--- src/design/lrwd_pkg.sv ---
// ----------------------------------------------------------------------------
// LZSS ring window decoder package
// Shared constants, the sequencer state type and the beat type that passes
// decoded bytes from the sequencer to the result stage.
// ----------------------------------------------------------------------------
`default_nettype none

package lrwd_pkg;

   localparam int unsigned WinSize   = 4096;
   localparam int unsigned AddrW     = 12;
   localparam int unsigned ByteW     = 8;
   localparam int unsigned CountW    = 32;
   localparam int unsigned LenW      = 5;
   localparam int unsigned MaxMatch  = 18;
   localparam int unsigned MatchBias = 3;

   localparam logic [AddrW-1:0]  WpReset   = AddrW'(WinSize - MaxMatch);
   localparam logic [AddrW-1:0]  ClrLast   = AddrW'(WinSize - 1);
   localparam logic [ByteW-1:0]  FillByte  = 8'hFF;
   localparam logic [3:0]        FlagCount = 4'd8;
   localparam logic [CountW-1:0] CountMax  = 32'hFFFF_FFFF;

   typedef enum logic [1:0] {
      ST_CLEAR,
      ST_IDLE,
      ST_LIT,
      ST_MATCH
   } state_type;

   typedef struct packed {
      logic             valid;
      logic [ByteW-1:0] data;
      logic             last;
   } emit_type;

endpackage

`default_nettype wire

--- src/design/lrwd_seq.sv ---
// ----------------------------------------------------------------------------
// LZSS ring window decoder sequencer
// Parses flag, literal and match bytes, sweeps the window with fill bytes,
// and runs match copies as a read, emit and write-back loop on the window.
// ----------------------------------------------------------------------------
`default_nettype none

module lrwd_seq (
   input  wire logic                        clock,
   input  wire logic                        reset,
   input  wire logic                        req_valid,
   output      logic                        req_ready,
   input  wire logic [lrwd_pkg::ByteW-1:0]  req_in_byte,
   input  wire logic                        req_start_of_stream,
   input  wire logic                        req_end_of_stream,
   input  wire logic                        out_free,
   output      lrwd_pkg::emit_type          emit,
   output      logic                        ram_wr_en,
   output      logic [lrwd_pkg::AddrW-1:0]  ram_wr_addr,
   output      logic [lrwd_pkg::ByteW-1:0]  ram_wr_data,
   output      logic [lrwd_pkg::AddrW-1:0]  ram_rd_addr,
   input  wire logic [lrwd_pkg::ByteW-1:0]  ram_rd_data
);

   import lrwd_pkg::*;

   state_type        state_ff, state_in;
   logic [AddrW-1:0] clr_ff, clr_in;
   logic [AddrW-1:0] wp_ff, wp_in;
   logic [AddrW-1:0] rp_ff, rp_in;
   logic [LenW-1:0]  len_ff, len_in;
   logic [ByteW-1:0] flag_bits_ff, flag_bits_in;
   logic [3:0]       flags_left_ff, flags_left_in;
   logic             awaiting_ff, awaiting_in;
   logic [ByteW-1:0] low_ff, low_in;
   logic [ByteW-1:0] lit_ff, lit_in;
   logic             fwd_ff, fwd_in;
   logic [ByteW-1:0] fwd_data_ff, fwd_data_in;

   logic             accept;
   logic             is_flag;
   logic             is_second;
   logic             is_lit;
   logic [AddrW-1:0] match_pos;
   logic [LenW-1:0]  match_len;
   logic [ByteW-1:0] byte_now;

   assign accept    = req_valid && req_ready;
   assign is_flag   = (flags_left_ff == 4'd0);
   assign is_second = !is_flag && awaiting_ff;
   assign is_lit    = !is_flag && !awaiting_ff && flag_bits_ff[0];
   assign match_pos = {req_in_byte[7:4], low_ff};
   assign match_len = {1'b0, req_in_byte[3:0]} + LenW'(MatchBias);
   assign byte_now  = fwd_ff ? fwd_data_ff : ram_rd_data;

   always_comb begin
      state_in = state_ff;
      case (state_ff)
         ST_CLEAR: begin
            if (clr_ff == ClrLast) begin
               state_in = ST_IDLE;
            end
         end
         ST_IDLE: begin
            if (accept) begin
               if (req_start_of_stream) begin
                  state_in = ST_CLEAR;
               end else if (is_second) begin
                  state_in = ST_MATCH;
               end else if (is_lit) begin
                  state_in = ST_LIT;
               end
            end
         end
         ST_LIT: begin
            if (out_free) begin
               state_in = ST_IDLE;
            end
         end
         ST_MATCH: begin
            if (out_free && (len_ff == LenW'(1))) begin
               state_in = ST_IDLE;
            end
         end
         default: begin
            state_in = ST_CLEAR;
         end
      endcase
   end

   always_comb begin
      req_ready   = 1'b0;
      ram_wr_en   = 1'b0;
      ram_wr_addr = wp_ff;
      ram_wr_data = byte_now;
      ram_rd_addr = rp_ff;
      emit        = '0;
      case (state_ff)
         ST_CLEAR: begin
            ram_wr_en   = 1'b1;
            ram_wr_addr = clr_ff;
            ram_wr_data = FillByte;
         end
         ST_IDLE: begin
            req_ready   = 1'b1;
            ram_rd_addr = match_pos;
         end
         ST_LIT: begin
            ram_wr_data = lit_ff;
            if (out_free) begin
               ram_wr_en  = 1'b1;
               emit.valid = 1'b1;
               emit.data  = lit_ff;
               emit.last  = 1'b1;
            end
         end
         ST_MATCH: begin
            if (out_free) begin
               ram_wr_en   = 1'b1;
               ram_rd_addr = rp_ff + AddrW'(1);
               emit.valid  = 1'b1;
               emit.data   = byte_now;
               emit.last   = (len_ff == LenW'(1));
            end
         end
         default: begin
            req_ready = 1'b0;
         end
      endcase
   end

   always_comb begin
      clr_in        = (state_ff == ST_CLEAR) ? clr_ff + AddrW'(1) : '0;
      wp_in         = wp_ff;
      rp_in         = rp_ff;
      len_in        = len_ff;
      flag_bits_in  = flag_bits_ff;
      flags_left_in = flags_left_ff;
      awaiting_in   = awaiting_ff;
      low_in        = low_ff;
      lit_in        = lit_ff;
      fwd_in        = ram_wr_en && (ram_wr_addr == ram_rd_addr);
      fwd_data_in   = ram_wr_data;

      if (accept) begin
         if (req_start_of_stream) begin
            wp_in         = WpReset;
            low_in        = '0;
            awaiting_in   = 1'b0;
            flag_bits_in  = req_in_byte;
            flags_left_in = FlagCount;
         end else if (is_flag) begin
            flag_bits_in  = req_in_byte;
            flags_left_in = FlagCount;
         end else if (is_second) begin
            rp_in         = match_pos;
            len_in        = match_len;
            awaiting_in   = 1'b0;
            flag_bits_in  = flag_bits_ff >> 1;
            flags_left_in = flags_left_ff - 4'd1;
         end else if (is_lit) begin
            lit_in        = req_in_byte;
            flag_bits_in  = flag_bits_ff >> 1;
            flags_left_in = flags_left_ff - 4'd1;
         end else begin
            low_in        = req_in_byte;
            awaiting_in   = 1'b1;
         end
         if (req_end_of_stream) begin
            flags_left_in = 4'd0;
            awaiting_in   = 1'b0;
         end
      end

      if (emit.valid) begin
         wp_in = wp_ff + AddrW'(1);
         if (state_ff == ST_MATCH) begin
            rp_in  = rp_ff + AddrW'(1);
            len_in = len_ff - LenW'(1);
         end
      end
   end

   always_ff @(posedge clock) begin
      if (reset) begin
         state_ff      <= ST_CLEAR;
         clr_ff        <= '0;
         wp_ff         <= WpReset;
         flag_bits_ff  <= '0;
         flags_left_ff <= '0;
         awaiting_ff   <= 1'b0;
         low_ff        <= '0;
         fwd_ff        <= 1'b0;
      end else begin
         state_ff      <= state_in;
         clr_ff        <= clr_in;
         wp_ff         <= wp_in;
         flag_bits_ff  <= flag_bits_in;
         flags_left_ff <= flags_left_in;
         awaiting_ff   <= awaiting_in;
         low_ff        <= low_in;
         fwd_ff        <= fwd_in;
      end
   end

   always_ff @(posedge clock) begin
      rp_ff       <= rp_in;
      len_ff      <= len_in;
      lit_ff      <= lit_in;
      fwd_data_ff <= fwd_data_in;
   end

endmodule

`default_nettype wire

--- config.mk ---
export PLATFORM = sky130hd
export DESIGN_NAME = lrwd_seq
export DESIGN_NICKNAME = d
export VERILOG_FILES = /design/src/design/lrwd_pkg.sv /design/src/design/lrwd_seq.sv
export SDC_FILE = /design/constraint.sdc
export NUM_CORES = 1
export LEC_CHECK = 0
export ABC_CLOCK_PERIOD_IN_PS = 3300
export BUFFER_PORTS_ARGS = -buffer_cell sky130_fd_sc_hd__buf_2
export CORE_UTILIZATION = 57
export DETAILED_ROUTE_END_ITERATION = 10
export MAX_ROUTING_LAYER = met4
export PLACE_DENSITY_LB_ADDON = 0.05
export SLEW_MARGIN = 40
export SYNTH_ARGS = -nofsm -noshare
export SYNTH_HDL_FRONTEND = slang
export SYNTH_SLANG_ARGS = --single-unit
--- constraint.sdc ---
create_clock -name clock -period 3.3 [get_ports clock]
set_input_delay 0.165 -clock clock [delete_from_list [all_inputs] [get_ports clock]]
set_output_delay 0.165 -clock clock [all_outputs]
set_load 0.005 [all_outputs]
* Word level (Yosys, flattened, before mapping)
Index checks and enable logic that the tools add are counted.
** Operators by class
- Equal/unequal tests :: 16
- Muxes and demuxes :: 52
- Bitwise logic cells :: 4
- Reduce and logical (&&, ||, !) cells :: 23
- Add/subtract/negate cells :: 6
** Operators by type and width (number)
- $mux 12 :: 11
- $mux 8 :: 9
- $add 12x1->12 const B :: 3
- $mux 5 :: 6
- $pmux 12 s2 :: 1
- $mux 10 :: 2
- $mux 4 :: 5
- $pmux 10 s2 :: 1
- $pmux 8 s2 :: 1
- $mux 2 :: 7
- $ne 2x2->1 const B :: 7
- $eq 12x12->1 :: 1
- $eq 12x12->1 const B :: 1
- $reduce_and 5->1 :: 2
- $ne 4x4->1 const B :: 2
- $pmux 2 s4 :: 1
- $mux 1 :: 7
- $logic_and 1x1->1 :: 6
- $reduce_and 2->1 :: 3
- $add 4x2->5 const B :: 1
- $eq 5x1->1 const B :: 1
- $reduce_bool 5->1 :: 1
- $sub 5x1->5 const B :: 1
- $eq 2x2->1 const B :: 2
- other kinds (13) :: 19
** Storage, ports and cells
- Input bits :: 22
- Bits in registers :: 81
- Output and inout bits :: 44
- Logic and storage cells :: 113

* Longest topological paths before layout
Gate-level depths: netlist of run 1.
- Depth after elaboration :: 9
- Gate-level depth with buffers :: 9
- Depth with buffers taken out :: 8

* Least setup slack after synthesis of run 1
Ideal clock, no wire load.
- Path type :: register to register
- Start point :: register flags_left_ff[0]
- End point :: register lit_ff[0] (enable)
- Path buffers :: 1
- Path slack :: 847 ps
- Setup time :: 395 ps
- Cell stages (with the launch flop) :: 7
- Data arrival time :: 2059 ps
- Required time :: 2905 ps
- Clock period less this slack :: 2453 ps
- Cell sequence :: dfxtp_1 > inv_1 > ha_1 > nor3b_1 > or2_2 > clkbuf_1 > nor4_1
** Between the ends
- Longest elaborated chain between the ends :: 5
- Elaborated cells on any way between the ends :: 8
- Classes of those cells :: bitwise (2); reduce/logical (6)
** RTL lines
- start: declaration :: line lrwd_seq.sv:33 : logic [3:0] flags_left_ff, flags_left_in;
- start signal: assignment :: line lrwd_seq.sv:199 : flags_left_ff <= flags_left_in;
- $logic_not 4->1 * :: line lrwd_seq.sv:49 : assign is_flag = (flags_left_ff == 4'd0);
- $logic_not 1->1 :: line lrwd_seq.sv:50, lrwd_seq.sv:51
- $logic_and 1x1->1, on equally long branches :: line lrwd_seq.sv:51, lrwd_seq.sv:50
- $logic_and 1x1->1 / $not 1->1 (equally long branches)
- $reduce_and 5->1 (no source line) *
- end signal: assignment :: line lrwd_seq.sv:209 : lit_ff <= lit_in;
- end: declaration :: line lrwd_seq.sv:36 : logic [ByteW-1:0] lit_ff, lit_in;
Mark *: on every way between the ends. The rest lies on a longest branch, timed or not.
A chain may end at the register's enable or synchronous reset.

* Worst setup path in the final report of run 1
- Start point :: register state_ff[0]
- End point :: register fwd_ff
** Between the ends
- Longest elaborated chain between the ends :: 4
- Elaborated cells on any way between the ends :: 10
- Classes of those cells :: eq/ne (4); mux (3); reduce/logical (3)
** RTL lines
- start: declaration :: line lrwd_seq.sv:27 : state_type state_ff, state_in;
- start signal: assignment :: line lrwd_seq.sv:195 : state_ff <= state_in;
- $eq 2x2->1, or another cell as far along :: line lrwd_seq.sv:98 : case (state_ff)
- $pmux 12 s2, or another cell as far along :: line lrwd_seq.sv:98
- $eq 12x12->1 / $pmux 1 s2 (equally long branches) :: line lrwd_seq.sv:142, lrwd_seq.sv:98
- $logic_and 1x1->1 * :: line lrwd_seq.sv:142 : fwd_in = ram_wr_en && (ram_wr_addr == ram_rd_addr);
- end signal: assignment :: line lrwd_seq.sv:202 : fwd_ff <= fwd_in;
- end: declaration :: line lrwd_seq.sv:37 : logic fwd_ff, fwd_in;
Marked as above.

==> impl_metrics.csv, run 1 <==
group,metric,value,unit
global_route,grt_antenna_before_repair,0,
sta,achievable-frequency,375.1,MHz
finish,final_layout_size_suffix_gt1_share,18.91,%
yosys,synth_enable_flop_cells,8,
cts,cts_tree,"done",
floorplanning,floorplan.initialDensity,59.76,%
sta,worst_slew_margin_rel,50.56,%
worst_setup_path,r2r-end,"fwd_ff",
global_route,grt_start_max_net_pins,42,
power,net-switching-power,0.0009950,W
yosys,syn_area_per_cell,8.081,um2
worst_setup_path,worstReg2RegStart,"state_ff[0]",
finish,antenna_cells,0,
power,powerDensity,591.5,mW/mm2
yosys,mappedNetlistArea,0.004404,mm2
route,drt_pass1_iterations,5,
power,clkPwrFrac,26.8,%
outcome,run_status,"completed",
cts,cts.clk_slew.worst_paths,0.08,ns
worst_setup_path,worst_ep_required_time,3.61,ns
yosys,register_bit_total_from_synthesis,81,
cts,htree_num_levels,3,
sta,setup_total_negative_slack,0,ns
floorplanning,core_area,0.007370,mm2
sta,clk_skew,0.01054,ns
hold_path,min_path_type,"in2reg",
hold_path,holdCritStartpoint,"req_in_byte[1]",
yosys,postSynthCellCount,545,
route,routed_via_density,5.940,
sta,tightestPinTransition,0.7353,ns
cts,clock_path_buffers,2,
yosys,synth.lib_cells_used.distinct,59,
yosys,synth-main-ff-cell,"dfxtp_1",
yosys,syn_nets,575,
route,detail_route.drc_violations,0,
cts,cts_resized,0,
power,p_sw_share,33.69,%
global_route,grt_first_pass_wirelength,18690,um
floorplanning,std_cell_rows,31,
floorplanning,io_pins,66,
worst_setup_path,timing.critical_path.fanout_max,41,
cts,number_of_hold_buffers_added_after_cts,0,
sta,final_max_slew_viol_count,0,
finish,post_layout_nonfiller_instances,702,
sta,final-setup-viol-count,0,
worst_setup_path,worstSetupPathType,"reg2reg",
placed_design,io_buffer_count,65,
route,drt_wl_total,11440,um
route,detail_route.wl_per_cell,16.29,um
yosys,async_reset_ff_share,0,%
route,dr_total_vias,4170,
floorplanning,die_width,89.90,um
hold_path,worstHoldEndpoint,"lit_ff[1]",
worst_setup_path,worst-r2r-setup-slack,0.63,ns
cts,cts_buffers,9,
finish,syn2layout_area_growth,13.38,%
finish,design_area,0.004994,mm2
finish,most_common_library_cell_in_the_layout_ignoring_fill_and_taps,"dfxtp_1",
sta,finalWorstPathRequiredPeriod,2.666,ns
power,share_seq_of_total_power,42.4,%
hold_path,whs_path_depth,1,
sta,timing_hold_violations_final,0,
cts,cts_root_buf,"clkbuf_8",
cts,postCtsSetupBuffers,0,
power,ir_worst_vdd,300.9,uV
global_route,grt_use_total,29.71,%
cts,worst_skew_pair.late_latency,0.37,ns
yosys,yosys_warnings,0,
global_route,first_global_vias,3681,
finish,layout.cells.most_common_list,"dfxtp_1 (73), nor2_1 (69), buf_2 (65), a21oi_1 (52), nand2_1 (49)",
worst_setup_path,crit_path_launch_type,"register",
worst_setup_path,crit_path_end_kind,"register",
placed_design,place_hpwl,8406,um
finish,fin_nets,628,
worst_setup_path,number_of_cell_instances_on_the_worst_register_to_register_path,9,
power,p_int,0.001959,W
power,p_leak,2.015,nW
job,max-cap-violations,0,
cts,clkSinkCount,81,
sta,final.period_utilization,80.78,%
route,detail_route.iter0.violations,324,
placed_design,globalplace.congestion,0.9328,
route,detail-route-antenna-nets,0,
sta,grt_setup_unrepaired,"no",
worst_setup_path,crit_path_dat,2.97,ns
placed_design,place.detailed.instances,686,
global_route,gr-total-overflow,0,
placed_design,placed_area,0.004778,mm2
floorplanning,die-height,89.90,um
floorplanning,design.die.area,0.008082,mm2
power,combPwrFrac,30.8,%
yosys,synth_sequential_area_ratio,38.64,%
-- critical path, cell delays in order (launching register included) --
cell	delay [ns]
dfxtp_1	0.52
buf_4	0.41
nand3_1	0.12
buf_4	0.20
a41o_1	0.22
a21oi_1	0.14
nor3_1	0.09
xor2_1	0.15
or4_1	0.50
and4bb_1	0.25
-- through the flow --
stage          worst slack, ns  hold slack [ns]  utilization (%)  power, W
6_report                0.6344          0.08302            67.76  0.002954
5_1_grt                 0.4601          0.06825            67.76  0.003116
4_1_cts                 0.6512          0.07195            67.69  0.002954
3_5_place_dp            0.6634           0.4512            64.84  0.002171
3_3_place_gp            0.7093           0.4494            64.84  0.002156
2_1_floorplan           0.8469           0.2639                -  0.001862
-- registers in the layout, indices dropped and copies added, names as in the netlist --
name           cells
state_ff           2
fwd_ff             1
flags_left_ff      4
fwd_data_ff        8
awaiting_ff        1
low_ff             8
len_ff             5
wp_ff             12
clr_ff            12
flag_bits_ff       8
rp_ff             12
lit_ff             8
-- layer usage --
metal | share of wire (%) | up-vias | global-route usage (%) | wire, um
met1 | 45 | 1939 | 38.68 | 5198
met2 | 47 | 157 | 47.18 | 5324
met5 | 0 | - | - | 0
met4 | 1.7 | 0 | 7.258 | 200
met3 | 6.2 | 27 | 6.599 | 714
li1 | - | 2047 | - | -
-- worst max-delay path by stage --
stage,start,to,slack [ns],depth (start not counted)
6_report,state_ff[0],fwd_ff,0.63,9
5_1_grt,state_ff[0],fwd_ff,0.46,9
4_1_cts,state_ff[1],fwd_ff,0.65,8
3_5_place_dp,state_ff[0],fwd_ff,0.66,9
3_3_place_gp,state_ff[0],fwd_ff,0.71,9
2_1_floorplan,flags_left_ff[0],lit_ff[0],0.85,6
-- cells in the mapped netlist (3+ instances only) --
master | n | share of area, %
a211oi_1 | 3 | 0.51
a21oi_1 | 52 | 5.9
a22oi_1 | 9 | 1.5
a311oi_1 | 8 | 1.6
a31oi_1 | 8 | 1.1
and2_1 | 4 | 0.57
and3_1 | 8 | 1.1
buf_2 | 3 | 0.34
buf_4 | 4 | 0.68
clkbuf_1 | 24 | 2.0
dfxtp_1 | 73 | 33
edfxtp_1 | 8 | 5.5
ha_1 | 8 | 2.3
inv_1 | 17 | 1.4
mux2_2 | 11 | 2.8
mux2i_1 | 11 | 2.5
nand2_1 | 49 | 4.2
nand2b_1 | 6 | 0.85
nand3_1 | 28 | 3.2
nand4_1 | 3 | 0.43
nor2_1 | 69 | 5.9
nor2b_1 | 3 | 0.43
nor3_1 | 16 | 1.8
o21a_1 | 3 | 0.51
o21ai_0 | 30 | 3.4
o221a_2 | 3 | 0.77
o22ai_1 | 10 | 1.4
o31ai_1 | 3 | 0.51
or3_1 | 3 | 0.43
xnor2_1 | 17 | 3.4
xor2_1 | 16 | 3.2
-- area by class of cell --
cell class	instances	area (um2)
Clock inverter	6	82.58
Tap cell	99	123.9
Fill cell	654	2376
Clock buffer	10	127.6
Inverter	18	67.56
Multi-Input combinational cell	413	2490
Timing Repair Buffer	75	400.4
Sequential cell	81	1702
-- power by group through the flow --
stage	Clock, W	Combinational [W]	Sequential [W]
final	0.000792	0.000910	0.00125
after global routing	0.000844	0.00100	0.00127
after CTS	0.000801	0.000908	0.00125
after detailed placement	0	0.000904	0.00127
after global placement	0	0.000891	0.00126
after floorplan	0	0.000662	0.00120
-- logic make-up (layout without fill, tap and decap cells) --
kind of cell | Yosys count | after routing | share of synthesized area [%]
xor gates and xnor gates | 33 | 33 | 6.562
AOI/OAI and AO/OA | 143 | 143 | 19.97
and+or+nand+nor | 207 | 207 | 22.30
buffers and inverters | 51 | 109 | 4.943
muxes | 22 | 22 | 5.313
DFF | 81 | 81 | 38.64
adders and majority gates | 8 | 8 | 2.273
(Power assumes the default switching activity.)
==> run 2: changes to the inputs <==
--- a/config.mk
+++ b/config.mk
@@ -5,9 +5,10 @@
 export SDC_FILE = /design/constraint.sdc
 export NUM_CORES = 1
 export LEC_CHECK = 0
-export ABC_CLOCK_PERIOD_IN_PS = 3300
+export ABC_AREA = 1
+export ABC_CLOCK_PERIOD_IN_PS = 2780
 export BUFFER_PORTS_ARGS = -buffer_cell sky130_fd_sc_hd__buf_2
-export CORE_UTILIZATION = 57
+export CORE_UTILIZATION = 58
 export DETAILED_ROUTE_END_ITERATION = 10
 export MAX_ROUTING_LAYER = met4
 export PLACE_DENSITY_LB_ADDON = 0.05
==> constraint.sdc (replaced) <==
create_clock -name clock -period 2.78 [get_ports clock]
set_input_delay 0.139 -clock clock [delete_from_list [all_inputs] [get_ports clock]]
set_output_delay 0.139 -clock clock [all_outputs]
set_load 0.005 [all_outputs]
==> run 2 against run 1 <==
  * Flip-flop and latch count unchanged
  * Sequential share of layout area down 1.9 points
  * Combinational power is 110% higher
  * Critical path type is now reg2out
  * Largest cell class unchanged
  * Highest routed layer unchanged
==> impl_metrics.csv, run 2 <==
group,metric,value,unit
outcome,run_status,"completed",
route,drt_pass1_iterations,5,
yosys,synth_top_area_cell,"dfxtp_1",
placed_design,globalplace.congestion,0.8992,
sta,final.period_utilization,84.83,%
hold_path,whs_path_depth,1,
floorplanning,core_area,0.007807,mm2
cts,clkSinkCount,81,
yosys,synth_simple_gate_area_share,28.33,%
worst_setup_path,number_of_cell_instances_on_the_worst_register_to_register_path,6,
yosys,async_reset_ff_share,0,%
floorplanning,die_width,92.40,um
floorplanning,design.die.area,0.008537,mm2
hold_path,holdCritStartpoint,"req_in_byte[4]",
finish,layout.cells.most_common_list,"nand2_1 (161), inv_1 (115), dfxtp_1 (73), buf_2 (65), a21oi_1 (58)",
yosys,yosysMostFrequentCell,"nand2_1",
route,detail-route-antenna-nets,0,
cts,cts.clk_slew.worst_paths,0.08,ns
sta,timing_hold_violations_final,0,
finish,most_common_library_cell_in_the_layout_ignoring_fill_and_taps,"nand2_1",
placed_design,place.detailed.instances,840,
sta,finalWorstPathRequiredPeriod,2.358,ns
sta,final-setup-viol-count,0,
yosys,synth-main-ff-cell,"dfxtp_1",
yosys,synthXorXnorAreaFrac,1.478,%
floorplanning,std_cell_rows,32,
finish,design_area,0.005288,mm2
worst_setup_path,crit_path_launch_type,"register",
global_route,first_global_vias,4249,
sta,achievable-frequency,424.0,MHz
worst_setup_path,worstReg2RegStart,"state_ff[0]",
cts,number_of_hold_buffers_added_after_cts,0,
yosys,mappedNetlistArea,0.004740,mm2
global_route,grt_start_max_net_pins,26,
cts,worst_skew_pair.late_latency,0.35,ns
sta,tightestPinTransition,0.6279,ns
placed_design,placed_area,0.005075,mm2
yosys,syn_nets,721,
sta,grt_setup_unrepaired,"no",
sta,final_max_slew_viol_count,0,
yosys,synth_top_family_by_area,"simple AND/OR/NAND/NOR gates",
worst_setup_path,worst_ep_required_time,2.64,ns
worst_setup_path,crit_path_dat,2.22,ns
hold_path,worstHoldEndpoint,"lit_ff[4]",
yosys,synth_top_cells_by_area,"dfxtp_1 (31%), nand2_1 (13%), inv_1 (9.1%)",
yosys,synth.lib_cells_used.distinct,43,
worst_setup_path,crit_path_end_kind,"output port",
cts,htree_num_levels,3,
worst_setup_path,r2r-end,"lit_ff[0]",
worst_setup_path,worst-r2r-setup-slack,0.53,ns
global_route,grt_use_total,29.62,%
finish,antenna_cells,0,
route,detail_route.wl_per_cell,13.65,um
yosys,leading_cell_types_by_count_after_synthesis,"nand2_1 (161), inv_1 (115), dfxtp_1 (73)",
power,powerDensity,843.1,mW/mm2
job,max-cap-violations,0,
finish,syn2layout_area_growth,11.56,%
yosys,yosys-mux-area-fraction,0,%
finish,fin_nets,779,
yosys,synth_enable_flop_cells,8,
global_route,grt_antenna_before_repair,0,
route,dr_total_vias,4594,
cts,cts_resized,0,
cts,cts_root_buf,"clkbuf_8",
yosys,yosys.area.top_type_share,30.83,%
power,p_total,0.004458,W
hold_path,min_path_type,"in2reg",
yosys,syn_area_per_cell,6.859,um2
route,routed_via_density,5.373,
sta,worst_slew_margin_rel,57.98,%
route,detail_route.drc_violations,0,
power,p_leak,2.562,nW
finish,reg_top3,"clr_ff: 12 flops, rp_ff: 12 flops, wp_ff: 12 flops",
yosys,postSynthCellCount,691,
yosys,register_bit_total_from_synthesis,81,
sta,setup_total_negative_slack,0,ns
global_route,gr-total-overflow,0,
power,ir_worst_vdd,431.5,uV
cts,postCtsSetupBuffers,0,
sta,clk_skew,0.008777,ns
floorplanning,io_pins,66,
yosys,synth_sequential_area_ratio,35.90,%
yosys,yosys_warnings,0,
floorplanning,floorplan.initialDensity,60.71,%
worst_setup_path,timing.critical_path.fanout_max,10,
cts,cts_tree,"done",
global_route,grt_first_pass_wirelength,19630,um
floorplanning,die-height,92.40,um
finish,post_layout_nonfiller_instances,855,
cts,clock_path_buffers,2,
placed_design,place_hpwl,8981,um
finish,final_layout_size_suffix_gt1_share,15.41,%
route,drt_wl_total,11670,um
cts,cts_buffers,9,
yosys,synth_compound_area_share,19.54,%
placed_design,io_buffer_count,65,
yosys,post_synth_fa_ha_maj_area_fraction,2.112,%
route,detail_route.iter0.violations,239,
worst_setup_path,worstSetupPathType,"reg2out",
==> run 2: changes by cell type after synthesis, moves of 11 or more <==
cell	change
nand2_1	+112
xnor2_1	-14
nand3_1	+12
inv_1	+98
o21ai_1	+11
a211oi_1	+16
mux2_2	-11
xor2_1	-11
mux2i_1	-11
nor2_1	-19
clkbuf_1	-17
==> run 2: worst max-delay path by stage <==
stage	from	endpoint	slack, ns	cells after the start
2_1_floorplan	flags_left_ff[0]	lit_ff[0]	1.02	7
3_3_place_gp	state_ff[0]	lit_ff[0]	0.64	6
3_5_place_dp	state_ff[0]	lit_ff[0]	0.55	6
4_1_cts	state_ff[1]	ram_rd_addr[10]	0.44	7
5_1_grt	state_ff[0]	ram_rd_addr[10]	0.23	7
6_report	state_ff[1]	ram_rd_addr[10]	0.42	7
==> run 2: layout make-up <==
cell class                 count  area (um2)
clock buffer                  12       145.1
clock inverter                 3       67.56
fill                         712        2520
inverter                     121       466.7
multi-input combinational    469        2439
sequential                    81        1702
tap                          102       127.6
timing repair buffer          67       340.3
==> run 2: metrics by stage <==
stage / utilization [%] / setup WS (ns) / hold slack, ns
after floorplan: - / 1.022 / 0.2175
after global routing: 67.72 / 0.2261 / 0.04995
after global placement: 65.00 / 0.6429 / 0.4241
final: 67.72 / 0.4217 / 0.06333
after detailed placement: 65.00 / 0.5481 / 0.4198
after CTS: 67.72 / 0.4430 / 0.04942
==> run 2: power by group <==
part           internal (W)  switching [W]
clock              0.000527       0.000422
combinational      0.000702        0.00116
sequential          0.00142       0.000227
total               0.00264        0.00181
==> run 2: worst max-delay path: stages (launching register included) <==
cell and delay [ns]:
dfxtp_1 0.69, nand2_1 0.15, nor2_2 0.34, buf_4 0.23, nand3_1 0.18, nand2_1 0.13
inv_1 0.04, buf_2 0.12
==> run 2: cell families (layout without fill, tap and decap cells) <==
family	after synthesis	in the layout
AOI/OAI and AO/OA	159	159
xor gates and xnor gates	8	8
adders and majority gates	8	8
buffers and inverters	141	203
DFF	81	81
and+or+nand+nor	294	294
==> run 2: layer usage <==
layer	wire, um	track usage (%)	vias to the layer above
met2	5461	49.57	115
met3	573	4.762	17
met1	5477	37.21	2088
li1	-	-	2374
met5	0	-	-
met4	155	7.813	0
==> run 3: changes to the inputs <==
--- a/config.mk
+++ b/config.mk
@@ -6,9 +6,9 @@
 export NUM_CORES = 1
 export LEC_CHECK = 0
 export ABC_AREA = 1
-export ABC_CLOCK_PERIOD_IN_PS = 2780
+export ABC_CLOCK_PERIOD_IN_PS = 2000
 export BUFFER_PORTS_ARGS = -buffer_cell sky130_fd_sc_hd__buf_2
-export CORE_UTILIZATION = 58
+export CORE_UTILIZATION = 52
 export DETAILED_ROUTE_END_ITERATION = 10
 export MAX_ROUTING_LAYER = met4
 export PLACE_DENSITY_LB_ADDON = 0.05
==> constraint.sdc (replaced) <==
create_clock -name clock -period 2 [get_ports clock]
set_input_delay 0.1 -clock clock [delete_from_list [all_inputs] [get_ports clock]]
set_output_delay 0.1 -clock clock [all_outputs]
set_load 0.005 [all_outputs]
==> run 3 against run 2 <==
  * Sequential share of layout area is 0.48 points lower
  * Combinational power is 48% higher
  * Total power rose by 38%
==> impl_metrics.csv, run 3 (same netlist as run 2, synthesis figures left out) <==
group,metric,value,unit
floorplanning,core_area,0.008763,mm2
finish,most_common_library_cell_in_the_layout_ignoring_fill_and_taps,"nand2_1",
route,routed_via_density,5.293,
global_route,grt_first_pass_wirelength,20260,um
sta,tightestPinTransition,0.6194,ns
worst_setup_path,cells_along_the_critical_path,"buf_4 > nor2_8 > buf_4 > o21ai_0 > inv_1 > buf_2",
worst_setup_path,crit_path_max_incr_delay,0.45,ns
worst_setup_path,timing.critical_path.fanout_max,8,
placed_design,place_hpwl,9156,um
worst_setup_path,cp_top_family,"buffers and inverters",
worst_setup_path,worstSetupPathType,"reg2out",
global_route,gr-total-overflow,0,
finish,design_area,0.005408,mm2
placed_design,globalplace.congestion,0.8994,
hold_path,min_path_type,"in2reg",
worst_setup_path,worst_ep_required_time,1.90,ns
placed_design,placed_area,0.005127,mm2
finish,final_layout_size_suffix_gt1_share,18.95,%
worst_setup_path,highest_delay_cell_along_the_critical_path,"dfxtp_2",
sta,fin_worst_hold_slack,0.03129,ns
finish,fillers,824,
global_route,grt_start_max_net_pins,19,
worst_setup_path,critical_path.most_common_cell,"buf_4",
sta,grt_setup_unrepaired,"no",
cts,htree_num_levels,3,
floorplanning,die_width,97.47,um
worst_setup_path,crit_path_end_kind,"output port",
floorplanning,die-height,97.47,um
floorplanning,floorplan.initialDensity,54.08,%
worst_setup_path,crit_path_launch_type,"register",
global_route,grt_antenna_before_repair,0,
floorplanning,design.die.area,0.009500,mm2
cts,cts.clk_slew.worst_paths,0.09,ns
global_route,first_global_vias,4292,
cts,clkSinkCount,81,
route,detail_route.drc_violations,0,
sta,final-setup-viol-count,0,
worst_setup_path,crit_path_dat,1.78,ns
cts,cts_buffers,9,
job,max-cap-violations,0,
sta,final_max_slew_viol_count,0,
sta,clk_skew,0.01141,ns
route,detail_route.wl_per_cell,13.85,um
route,detail-route-antenna-nets,0,
finish,fin_nets,790,
cts,cts_tree,"done",
route,drt_pass1_iterations,5,
worst_setup_path,worst-r2r-setup-slack,0.24,ns
sta,timing_hold_violations_final,0,
placed_design,io_buffer_count,65,
sta,finalWorstPathRequiredPeriod,1.882,ns
power,ir_worst_vdd,650.5,uV
sta,worst_slew_margin_rel,58.65,%
finish,antenna_cells,0,
finish,layout.cells.most_common_list,"nand2_1 (158), inv_1 (114), dfxtp_1 (67), buf_2 (65), a21oi_1 (58)",
sta,setup_total_negative_slack,0,ns
route,detail_route.iter0.violations,193,
cts,clock_path_buffers,2,
cts,worst_skew_pair.late_latency,0.36,ns
worst_setup_path,cp_num_buf_inv,4,
floorplanning,io_pins,66,
cts,cts_root_buf,"clkbuf_8",
global_route,grt_use_total,27.03,%
finish,syn2layout_area_growth,14.10,%
sta,achievable-frequency,531.3,MHz
route,dr_total_vias,4621,
power,powerDensity,1138,mW/mm2
finish,reg_top3,"clr_ff: 12 flops, rp_ff: 12 flops, wp_ff: 12 flops",
power,p_leak,2.595,nW
route,drt_wl_total,12100,um
outcome,run_status,"completed",
floorplanning,std_cell_rows,34,
sta,final.period_utilization,94.10,%
-- run 3: timing repair --
action                                  CTS  global route
pin swaps                                 1             4
buffers inserted                          0             3
gates resized for setup                   3            21
endpoints found under the setup margin   12            29
endpoints found under the hold margin     1             0
gates cloned                              1             0
hold buffers                              1             0
-- run 3: path summary, 6_finish.rpt --
check | startpoint | end | cells past startpoint
worst min register to register | low_ff[4] | low_ff[4] | 2
worst max-delay path | state_ff[0] | ram_wr_addr[3] | 6
worst min-delay path | req_in_byte[3] | lit_ff[3] | 1
worst max register to register | state_ff[0] | rp_ff[5] | 9
-- run 3: cell type report --
class	instances	area, um2	area share [%]
Clock buffer	10	127.6	2.360
Clock inverter	6	42.54	0.7867
Inverter	121	466.7	8.630
Multi-Input combinational cell	470	2500	46.23
Sequential cell	81	1714	31.70
Tap cell	108	135.1	2.499
Timing Repair Buffer	77	421.7	7.797
-- run 3: metal layers --
| metal | GRT usage (%) | vias up | wire length [um] |
|---|---|---|---|
| li1 | - | 2379 | - |
| met1 | 35.78 | 2115 | 5757 |
| met2 | 42.98 | 102 | 5602 |
| met3 | 3.741 | 25 | 497 |
| met4 | 8.258 | 0 | 237 |
| met5 | - | - | 0 |
-- run 3: per-stage QoR --
step / utilization (%) / cells / power, W / setup WS, ns
final: 61.71 / 873 / 0.006151 / 0.1180
after floorplan: - / 691 / 0.004169 / 0.2420
after global routing: 61.71 / 873 / 0.006648 / 0.01784
after global placement: 58.51 / 852 / 0.004878 / 0.06804
after CTS: 60.75 / 870 / 0.006023 / 0.0004248
after detailed placement: 58.51 / 852 / 0.004923 / 0.04921
-- run 3: report_power, final --
| group | total (W) | switching (W) | leakage [nW] | internal [W] |
|---|---|---|---|---|
| Sequential | 0.00231 | 0.000330 | 0.670 | 0.00198 |
| Combinational | 0.00276 | 0.00169 | 1.84 | 0.00107 |
| Clock | 0.00108 | 0.000624 | 0.0843 | 0.000454 |
